### config.mk
export PLATFORM = sky130hd
export DESIGN_NAME = rgb_to_hsv_converter
export DESIGN_NICKNAME = d
export VERILOG_FILES = /design/src/hw/rtl/rhc_pkg.sv /design/src/hw/rtl/rhc_front.sv /design/src/hw/rtl/rhc_div_cell.sv /design/src/hw/rtl/rgb_to_hsv_converter.sv
export SDC_FILE = /design/constraint.sdc
export NUM_CORES = 1
export LEC_CHECK = 0
export BUFFER_PORTS_ARGS = -buffer_cell sky130_fd_sc_hd__buf_2
export CORE_MARGIN = 2
export CORE_UTILIZATION = 30
export DETAILED_ROUTE_END_ITERATION = 8
export GPL_TIMING_DRIVEN = 0
export PLACE_DENSITY = 0.44
export SKIP_CTS_REPAIR_TIMING = 1
export SLEW_MARGIN = 20
export SYNTH_ARGS = -nofsm -noshare
export SYNTH_HDL_FRONTEND = slang
export SYNTH_SLANG_ARGS = --single-unit
### constraint.sdc
create_clock -name clk -period 8.45 [get_ports clk]
set_input_delay 1.2675 -clock clk [delete_from_list [all_inputs] [get_ports clk]]
set_output_delay 1.2675 -clock clk [all_outputs]
set_load 0.01 [all_outputs]
### src/hw/rtl/rhc_pkg.sv
// ---------------------------------------------------------------------------
// rhc_pkg
// Types and constants shared by the RGB to HSV converter pipeline.
// ---------------------------------------------------------------------------
package rhc_pkg;

	localparam int CHAN_W    = 8;   // colour channel width
	localparam int QUO_W     = 16;  // quotient bits, one per cell
	localparam int N_CELLS   = QUO_W;
	localparam int HUE_REM_W = 11;  // holds up to 6*255
	localparam int SAT_REM_W = 9;   // holds up to 2*255
	localparam int SAT_N_W   = 17;  // 510*d + max

	// Division state of one item, handed from cell to cell
	typedef struct packed {
		logic [HUE_REM_W-1:0] hue_rem;
		logic [QUO_W-1:0]     hue_lo;   // zeros shifted out, quotient bits shifted in
		logic [HUE_REM_W-1:0] hue_div;
		logic [SAT_REM_W-1:0] sat_rem;
		logic [QUO_W-1:0]     sat_lo;
		logic [SAT_REM_W-1:0] sat_div;
		logic [CHAN_W-1:0]    bright;
	} stage_t;

endpackage

### src/hw/rtl/rhc_front.sv
// ---------------------------------------------------------------------------
// rhc_front
// Max/min search, hue and saturation numerator and divisor set-up for the divider chain.
// ---------------------------------------------------------------------------
module rhc_front (
	input  logic                          clk,
	input  logic                          arst_n,
	input  logic                          in_valid,
	output logic                          in_ready,
	input  logic [rhc_pkg::CHAN_W-1:0]    red,
	input  logic [rhc_pkg::CHAN_W-1:0]    green,
	input  logic [rhc_pkg::CHAN_W-1:0]    blue,
	output logic                          out_valid,
	input  logic                          out_ready,
	output rhc_pkg::stage_t               out_stage
);

	logic                              red_max, green_max;
	logic [rhc_pkg::CHAN_W-1:0]        mx, mn, d;
	logic [rhc_pkg::HUE_REM_W-1:0]     d_w, r_w, g_w, b_w, six_d, num, hdiv;
	logic [rhc_pkg::SAT_N_W-1:0]       d_n, sat_n;
	logic [rhc_pkg::SAT_REM_W-1:0]     sdiv;
	rhc_pkg::stage_t                   st;
	rhc_pkg::stage_t                   stage_q;
	logic                              valid_q;
	logic                              load;

	always_comb begin
		red_max   = (red >= green) && (red >= blue);
		green_max = !red_max && (green >= blue);
		if (red_max) begin
			mx = red;
		end else if (green_max) begin
			mx = green;
		end else begin
			mx = blue;
		end
		mn = red;
		if (green < mn) begin
			mn = green;
		end
		if (blue < mn) begin
			mn = blue;
		end
		d = mx - mn;

		d_w   = {{(rhc_pkg::HUE_REM_W-rhc_pkg::CHAN_W){1'b0}}, d};
		r_w   = {{(rhc_pkg::HUE_REM_W-rhc_pkg::CHAN_W){1'b0}}, red};
		g_w   = {{(rhc_pkg::HUE_REM_W-rhc_pkg::CHAN_W){1'b0}}, green};
		b_w   = {{(rhc_pkg::HUE_REM_W-rhc_pkg::CHAN_W){1'b0}}, blue};
		six_d = (d_w << 2) + (d_w << 1);

		// modular arithmetic: the final numerator always lies in [0, 6d)
		if (red_max) begin
			num = (green < blue) ? six_d - (b_w - g_w) : g_w - b_w;
		end else if (green_max) begin
			num = (d_w << 1) + b_w - r_w;
		end else begin
			num = (d_w << 2) + r_w - g_w;
		end

		// grey: numerator 0 over 1 gives a zero quotient
		if (d == '0) begin
			num  = '0;
			hdiv = {{(rhc_pkg::HUE_REM_W-1){1'b0}}, 1'b1};
		end else begin
			hdiv = six_d;
		end

		// saturation = floor((510d + mx) / (2mx)), quotient < 256
		d_n   = {{(rhc_pkg::SAT_N_W-rhc_pkg::CHAN_W){1'b0}}, d};
		sat_n = (d_n << 9) - (d_n << 1)
		      + {{(rhc_pkg::SAT_N_W-rhc_pkg::CHAN_W){1'b0}}, mx};
		sdiv  = (mx == '0) ? {{(rhc_pkg::SAT_REM_W-1){1'b0}}, 1'b1} : {mx, 1'b0};

		st.hue_rem = num;
		st.hue_lo  = '0;
		st.hue_div = hdiv;
		// top bits start as remainder; low bits shifted in, padded by eight zeros
		st.sat_rem = sat_n[rhc_pkg::SAT_N_W-1:rhc_pkg::CHAN_W];
		st.sat_lo  = {sat_n[rhc_pkg::CHAN_W-1:0], {(rhc_pkg::QUO_W-rhc_pkg::CHAN_W){1'b0}}};
		st.sat_div = sdiv;
		st.bright  = mx;
	end

	assign load     = !valid_q || out_ready;
	assign in_ready = load;

	always_ff @(posedge clk or negedge arst_n) begin
		if (!arst_n) begin
			valid_q <= 1'b0;
		end else if (load) begin
			valid_q <= in_valid;
		end
	end

	always_ff @(posedge clk) begin
		if (load && in_valid) begin
			stage_q <= st;
		end
	end

	assign out_valid = valid_q;
	assign out_stage = stage_q;

endmodule

### src/hw/rtl/rhc_div_cell.sv
// ---------------------------------------------------------------------------
// rhc_div_cell
// One restoring division step for the hue and saturation lanes.
// ---------------------------------------------------------------------------
module rhc_div_cell (
	input  logic            clk,
	input  logic            arst_n,
	input  logic            in_valid,
	output logic            in_ready,
	input  rhc_pkg::stage_t in_stage,
	output logic            out_valid,
	input  logic            out_ready,
	output rhc_pkg::stage_t out_stage
);

	logic [rhc_pkg::HUE_REM_W:0] hue_trial, hue_sub;
	logic [rhc_pkg::SAT_REM_W:0] sat_trial, sat_sub;
	logic                        hue_ge, sat_ge;
	rhc_pkg::stage_t             nxt;
	rhc_pkg::stage_t             stage_q;
	logic                        valid_q;
	logic                        load;

	always_comb begin
		hue_trial = {in_stage.hue_rem, in_stage.hue_lo[rhc_pkg::QUO_W-1]};
		hue_ge    = hue_trial >= {1'b0, in_stage.hue_div};
		hue_sub   = hue_trial - {1'b0, in_stage.hue_div};
		sat_trial = {in_stage.sat_rem, in_stage.sat_lo[rhc_pkg::QUO_W-1]};
		sat_ge    = sat_trial >= {1'b0, in_stage.sat_div};
		sat_sub   = sat_trial - {1'b0, in_stage.sat_div};

		nxt         = in_stage;
		nxt.hue_rem = hue_ge ? hue_sub[rhc_pkg::HUE_REM_W-1:0]
		                     : hue_trial[rhc_pkg::HUE_REM_W-1:0];
		nxt.hue_lo  = {in_stage.hue_lo[rhc_pkg::QUO_W-2:0], hue_ge};
		nxt.sat_rem = sat_ge ? sat_sub[rhc_pkg::SAT_REM_W-1:0]
		                     : sat_trial[rhc_pkg::SAT_REM_W-1:0];
		nxt.sat_lo  = {in_stage.sat_lo[rhc_pkg::QUO_W-2:0], sat_ge};
	end

	assign load     = !valid_q || out_ready;
	assign in_ready = load;

	always_ff @(posedge clk or negedge arst_n) begin
		if (!arst_n) begin
			valid_q <= 1'b0;
		end else if (load) begin
			valid_q <= in_valid;
		end
	end

	always_ff @(posedge clk) begin
		if (load && in_valid) begin
			stage_q <= nxt;
		end
	end

	assign out_valid = valid_q;
	assign out_stage = stage_q;

endmodule

### src/hw/rtl/rgb_to_hsv_converter.sv
// Structure: one registered set-up stage, then one registered division
// cell per quotient bit, between an accepted item and m_tvalid.
// Throughput: one item per cycle when m_tready does not stall it; each of
// the 16 cells retires one hue and one saturation quotient bit, passing it on.
// Reset: arst_n clears every stage valid bit; data registers are not reset.
// ---------------------------------------------------------------------------
// rgb_to_hsv_converter
// Streaming RGB to HSV conversion built as a chain of restoring divider cells.
// ---------------------------------------------------------------------------
module rgb_to_hsv_converter (
	input  logic        clk,
	input  logic        arst_n,
	input  logic        s_tvalid,
	output logic        s_tready,
	input  logic [23:0] s_tdata,   // red[7:0], green[15:8], blue[23:16]
	output logic        m_tvalid,
	input  logic        m_tready,
	output logic [31:0] m_tdata    // hue[15:0], saturation[23:16], brightness[31:24]
);

	rhc_pkg::stage_t chain [0:rhc_pkg::N_CELLS];
	logic            vld   [0:rhc_pkg::N_CELLS];
	logic            rdy   [0:rhc_pkg::N_CELLS];
	rhc_pkg::stage_t last;

	rhc_front u_front (
		.clk       (clk),
		.arst_n    (arst_n),
		.in_valid  (s_tvalid),
		.in_ready  (s_tready),
		.red       (s_tdata[7:0]),
		.green     (s_tdata[15:8]),
		.blue      (s_tdata[23:16]),
		.out_valid (vld[0]),
		.out_ready (rdy[0]),
		.out_stage (chain[0])
	);

	for (genvar i = 0; i < rhc_pkg::N_CELLS; i++) begin : g_cell
		rhc_div_cell u_cell (
			.clk       (clk),
			.arst_n    (arst_n),
			.in_valid  (vld[i]),
			.in_ready  (rdy[i]),
			.in_stage  (chain[i]),
			.out_valid (vld[i+1]),
			.out_ready (rdy[i+1]),
			.out_stage (chain[i+1])
		);
	end

	assign rdy[rhc_pkg::N_CELLS] = m_tready;
	assign last                  = chain[rhc_pkg::N_CELLS];
	assign m_tvalid              = vld[rhc_pkg::N_CELLS];
	// saturation quotient carries eight extra fraction bits; keep the integer part
	assign m_tdata = {last.bright,
	                  last.sat_lo[rhc_pkg::QUO_W-1:rhc_pkg::QUO_W-rhc_pkg::CHAN_W],
	                  last.hue_lo};

	// an empty output stage lets the whole chain move
	a_ready_when_out_empty: assert property (@(posedge clk) disable iff (!arst_n)
		!m_tvalid |-> s_tready)
		else $error("input stalled while output stage empty");

	a_black_pixel: assert property (@(posedge clk) disable iff (!arst_n)
		m_tvalid && (m_tdata[31:24] == 8'd0) |-> (m_tdata[23:0] == 24'd0))
		else $error("black pixel with non-zero hue or saturation");

	a_grey_hue: assert property (@(posedge clk) disable iff (!arst_n)
		m_tvalid && (m_tdata[23:16] == 8'd0) |-> (m_tdata[15:0] == 16'd0))
		else $error("zero saturation with non-zero hue");

	a_sat_bound: assert property (@(posedge clk) disable iff (!arst_n)
		m_tvalid && (m_tdata[31:24] != 8'd0) && (m_tdata[15:0] != 16'd0)
		|-> (m_tdata[23:16] != 8'd0))
		else $error("coloured pixel with zero saturation");

endmodule
# Word-level counts from Yosys, hierarchy flattened
# Cells that the tools add are included.
[totals] regBits=1101 input_bits=28 out_inout_bits=34
[op_classes] addsub=41 magnitude_cmp=38 muxes=38 n_reduce_logical=56
[op_table] operator="two-way mux 11 bit" count=18
[op_table] operator=">= comparator 12 x 11 -> 1 bit" count=16
[op_table] operator="subtractor 11 bit" count=16
[op_table] operator=">= comparator 10 x 9 -> 1 bit" count=16
[op_table] operator="two-way mux 9 bit" count=15
[op_table] operator="subtractor 9 bit" count=15
[op_table] operator="two-way mux 8 bit" count=4
[op_table] operator=">= comparator 8 bit" count=3
[op_table] operator="< comparator 8 bit" count=3
[op_table] operator="subtractor 11 x 8 -> 11 bit" count=2
[op_table] operator="logical AND 1 bit" count=19
[op_table] operator="logical NOT 1 bit" count=18
[op_table] operator="subtractor 8 x 8 -> 9 bit" count=2
[op_table] operator="adder 17 x 8 -> 17 bit" count=1
[op_table] operator="logical OR 1 bit" count=17
[op_table] operator="subtractor 17 x 9 -> 17 bit" count=1
[op_table] operator="logical NOT 8 bit" count=2
[op_table] operator="adder 10 x 8 -> 11 bit" count=1
[op_table] operator="adder 10 x 9 -> 11 bit" count=1
[op_table] operator="adder 9 x 8 -> 10 bit" count=1
[op_table] operator="subtractor 8 bit" count=1
[op_table] operator="two-way mux 1 bit" count=1

# Depth between registers and ports, before layout
[depth] word_depth=19 mapped_depth=38

# Modules after synthesis
# A second synthesis with hierarchy kept.
[unflattened] cells_unflattened=4577 area_unflattened_um2=65089.9
[modules_own_cells] mod="rhc_div_cell at g_cell[14].u_cell ..." n_inst=8 cells_per_inst=245 area_each_um2=3624.7
[modules_own_cells] mod="rhc_div_cell at g_cell[0].u_cell ..." n_inst=7 cells_per_inst=237 area_each_um2=3667.3
[modules_own_cells] mod="rhc_front" n_inst=1 cells_per_inst=721 area_each_um2=6756.5
[modules_own_cells] mod="rhc_div_cell at g_cell[13].u_cell" n_inst=1 cells_per_inst=237 area_each_um2=3664.8

# Worst setup path before layout
# Ideal clock, no wire load.
[synth_path] path_kind="input to register" from="input s_tdata[2]" to="register u_front.stage_q (netlist bit u_front.out_stage[79]), data pin" setup_time_ns=0.256 t_arrival_ns=7.902 required_time_ns=8.194 path_slack_ns=0.292 path_stages=34 path_buffers=2 cell_sequence="inv_1 -> ha_1 -> o21ai_0 -> a21oi_1 -> o21ai_0 -> nand2_1 -> clkbuf_1 -> a21oi_1 -> ha_1 -> a211o_1 -> a2111oi_0 -> o21ai_1 -> clkbuf_1 -> a21oi_1 -> ha_1 -> inv_1 -> fa_1 -> xnor2_1 -> inv_1 -> ha_1 -> a21o_1 -> a21oi_1 -> nor2_1 -> o21ai_0 -> nand2b_1 -> a221oi_1 -> xnor2_1 -> ha_1 -> a21oi_1 -> mux2_2 -> a22oi_1 -> o21ai_1 -> mux2i_1 -> o211a_1"
[synth_via] elab_chain_len=11
[synth_lines] element="from (decl)" line_no="rgb_to_hsv_converter.sv:15" rtl="input logic [23:0] s_tdata,"
[synth_lines] element="parallel branches: the longest is 6 deep, another holds < comparator 8 bit"
[synth_lines] element="subtractor 8 bit (*)" line_no="rhc_front.sv:45" rtl="d = mx - mn;"
[synth_lines] element="adder 10 x 9 -> 11 bit (*)" line_no="rhc_front.sv:51" rtl="six_d = (d_w << 2) + (d_w << 1);"
[synth_lines] element="via u_front.six_d, one bit" line_no="rhc_front.sv:20" rtl="logic [rhc_pkg::HUE_REM_W-1:0] d_w, r_w, g_w, b_w, six_d, num, hdiv;"
[synth_lines] element="subtractor 11 bit (*)" line_no="rhc_front.sv:55" rtl="num = (green < blue) ? six_d - (b_w - g_w) : g_w - b_w;"
[synth_lines] element="two-way mux 11 bit (*)" line_no="rhc_front.sv:55"
[synth_lines] element="two-way mux 11 bit (*)" line_no="rhc_front.sv:54" rtl="if (red_max) begin"
[synth_lines] element="to (signal assigned)" line_no="rhc_front.sv:99" rtl="stage_q <= st;"
[synth_lines] element="to (decl)" line_no="rhc_front.sv:24" rtl="rhc_pkg::stage_t stage_q;"
# Mark *: on every way through the listed nets, which the timed path passes.
# A chain may end at the register's enable or synchronous reset.

# Final worst setup path
# Ends and elaborated chain as after synthesis.

==> results.toml <==
[outcome]
status = "finished, final reports clean"

[synth]
synth_fp_nets = 4072
ys_types = 63
yosysSeqAreaShare = 0.601
synth_area_leaders = "edfxtp_1 59%, ha_1 9.8%, inv_1 3.9%"
synthCells = 3653
synth.top_cell.area_share = 0.591
yosysWarningCount = 0
synth_top_cell_by_area = "edfxtp_1"
syn-mean-instance-area_um2 = 12.5
synth_flop_cell = "edfxtp_1"
async_reset_ff_frac = 0.0186
ys_seq_elements = 913
synth-edff-count = 896
synthesis.area_um2 = 45500

[global_routing]
grt-ovfl-total = 0
grt_use_total = 0.121
grt_pass1_vias = 27200
grt_start_max_net_pins = 57
grt_pass1_wl_mm = 149
antenna_found_initial = 0

[critical_path]
r2r_slack_ns = 4.70
end_kind = "flop"
crit_arrival_ns = 8.48
crit_slowest_cell = "a2111oi_4"
start_kind = "primary input"
cp_common_cell = "ha_1"
r2r_start = "g_cell[5].u_cell.out_stage[42]"
setup.worst_path.class = "in -> reg"
crit_family = "compound AO/OA/AOI/OAI gates"
max_stage_delay_ns = 0.40
r2r-end = "g_cell[6].u_cell.out_stage[71]"
rr_worst_depth = 12
crit_buf_inv = 6
crit_fanout = 10
cp.required_ns = 8.88

[cells_and_area]
layout_commonest_cell = "edfxtp_1"
fin_cells = 5955
area_delta_synth_final_pct = 16.2
layout.nets = 4274
final_cell_mix = "896 x edfxtp_1, 475 x inv_1, 354 x ha_1, 301 x nor2_1, 210 x o21ai_0"
layout-drive-gt1-share = 0.108
n_antenna_cell = 0

[sta]
post-route-period-util = 0.952
finClkSkew_ns = 0.0169
worst_pin_slew_ns = 1.15
hold_viol_final = 0
setup_ws_ns = 0.404
drv_slew = 0
hold_slack_ns = 0.399
fmax_mhz = 124
fin_setup_tns_ns = 0
setup_viol = 0
relSlewSlack = 0.225
min_period_ns = 8.05

[place]
port_buffers = 61
place_inst = 5752
hpwl_mm = 70.6
place_ws_ns = -1.73
gp_congestion = 0.828

[floorplan]
core_um2 = 150000
die_area_um2 = 155000
dieWidth_um = 393
start_util = 0.303
rows = 142
boundaryPins = 62
die_h_um = 393

[route]
routed_via_density = 4.50
drtAntennaViolNets = 0
wl_mm = 93.2
vias = 26800
top_layer = "met4"
dr_wl_met3_mm = 3.42
drtIter0Drc = 1350
wirelength_met1_mm = 41.3
wl_per_cell_um = 15.6
firstDrtPassIters = 5
drc_errors = 0
wl_met2_mm = 45.2

[clocking]
clock-sinks = 913
ctsRootBufferMaster = "clkbuf_16"
clk_pin_slew_ns = 0.06
cts_buffers = 105
cts_tree = "yes"
clk_latency_ns = 0.70
cts_buffer_depth = 3
htreeDepth = 3

[worst_hold_path]
min_from = "g_cell[0].u_cell.out_stage[6]"
min_to = "g_cell[1].u_cell.out_stage[6]"
hold_path.class = "reg -> reg"
min_path_cells = 0

[power_and_ir_drop]
vdd_drop_max_uv = 238
power.leakage_nw = 21.0
power_w = 0.0207
powerDensity_nw_per_um2 = 391

[flow_run]
max_cap_viol_count = 0
-- routing by layer --
metal | GRT usage | vias up
met3 | 0.0245 | 161
li1 | - | 13600
met4 | 0.0455 | 0
met5 | 0 | -
met1 | 0.149 | 12700
met2 | 0.207 | 342
-- area by class of cell --
type	instances	area, um2
inverters	478	1800
flip-flops and latches	913	27300
well taps	2016	2520
plain buffers	71	425
fillers	14700	97300
multi-input cells	2191	16200
clock buffers	121	2690
repair buffers	95	951
clock inverters	70	932
-- worst reg2reg max path: cells and delay by family, from the launching register on --
family / cells / cell delay, ns
flip-flops: 1 / 0.53
AND/OR/NAND/NOR: 2 / 0.19
AO/OA/AOI/OAI: 8 / 2.06
adder cells (fa/ha/maj): 1 / 0.50
buffers and inverters: 1 / 0.21
-- registers in the layout (all words and copies together) (netlist names) --
name / count
g_cell.u_cell.out_stage: 841
u_front.out_stage: 55
g_cell.u_cell.out_valid: 16
u_front.out_valid: 1
-- synthesized netlist by cell type (all sizes together), types with 10 or more instances --
cell type / n
o21bai: 10
xnor2: 78
nand4: 53
nor2b: 79
a21boi: 110
nand2b: 42
mux2: 60
nand2: 164
ha: 355
buf: 52
and2: 19
edfxtp: 896
or2: 13
inv: 478
a211oi: 38
o31ai: 99
a21o: 64
xor2: 42
clkbuf: 19
a21oi: 141
fa: 36
dfrtp: 17
o21a: 31
nor3: 26
o21ai: 221
nor3b: 15
mux2i: 11
nor2: 303
nand3: 102
o31a: 15
-- where the power goes --
part	switching, W	internal, W	total (W)
registers	0.000501	0.00675	0.00725
clock network	0.00184	0.00289	0.00473
logic	0.00492	0.00375	0.00868
total	0.00726	0.0134	0.0207
-- worst max-delay path by stage --
stage | startpoint | end | slack [ns] | cells past startpoint
after floorplan | s_tdata[2] | u_front.out_stage[79] | 0.29 | 34
after global placement | m_tready | g_cell[5].u_cell.out_stage[16] | -2.30 | 8
after detailed placement | s_tdata[2] | u_front.out_stage[79] | -1.73 | 33
after CTS | s_tdata[7] | u_front.out_stage[79] | -1.02 | 36
after global routing | s_tdata[1] | u_front.out_stage[79] | -0.04 | 34
final | s_tdata[2] | u_front.out_stage[79] | 0.40 | 35
-- stage by stage --
stage               area (um2)   util
floorplan                45500      -
global route             52900  0.352
finish                   52900  0.352
CTS                      52600  0.350
detailed placement       49000  0.326
global placement         48300  0.322
-- cell families after synthesis --
family | count (synthesis) | synth area share
flip-flops | 913 | 0.601
AND/OR/NAND/NOR | 831 | 0.0858
AO/OA/AOI/OAI | 777 | 0.110
buffers and inverters | 549 | 0.0486
adder cells (fa/ha/maj) | 391 | 0.113
XOR/XNOR | 121 | 0.0236
multiplexers | 71 | 0.0173
Power figures use the tool's default switching activity.
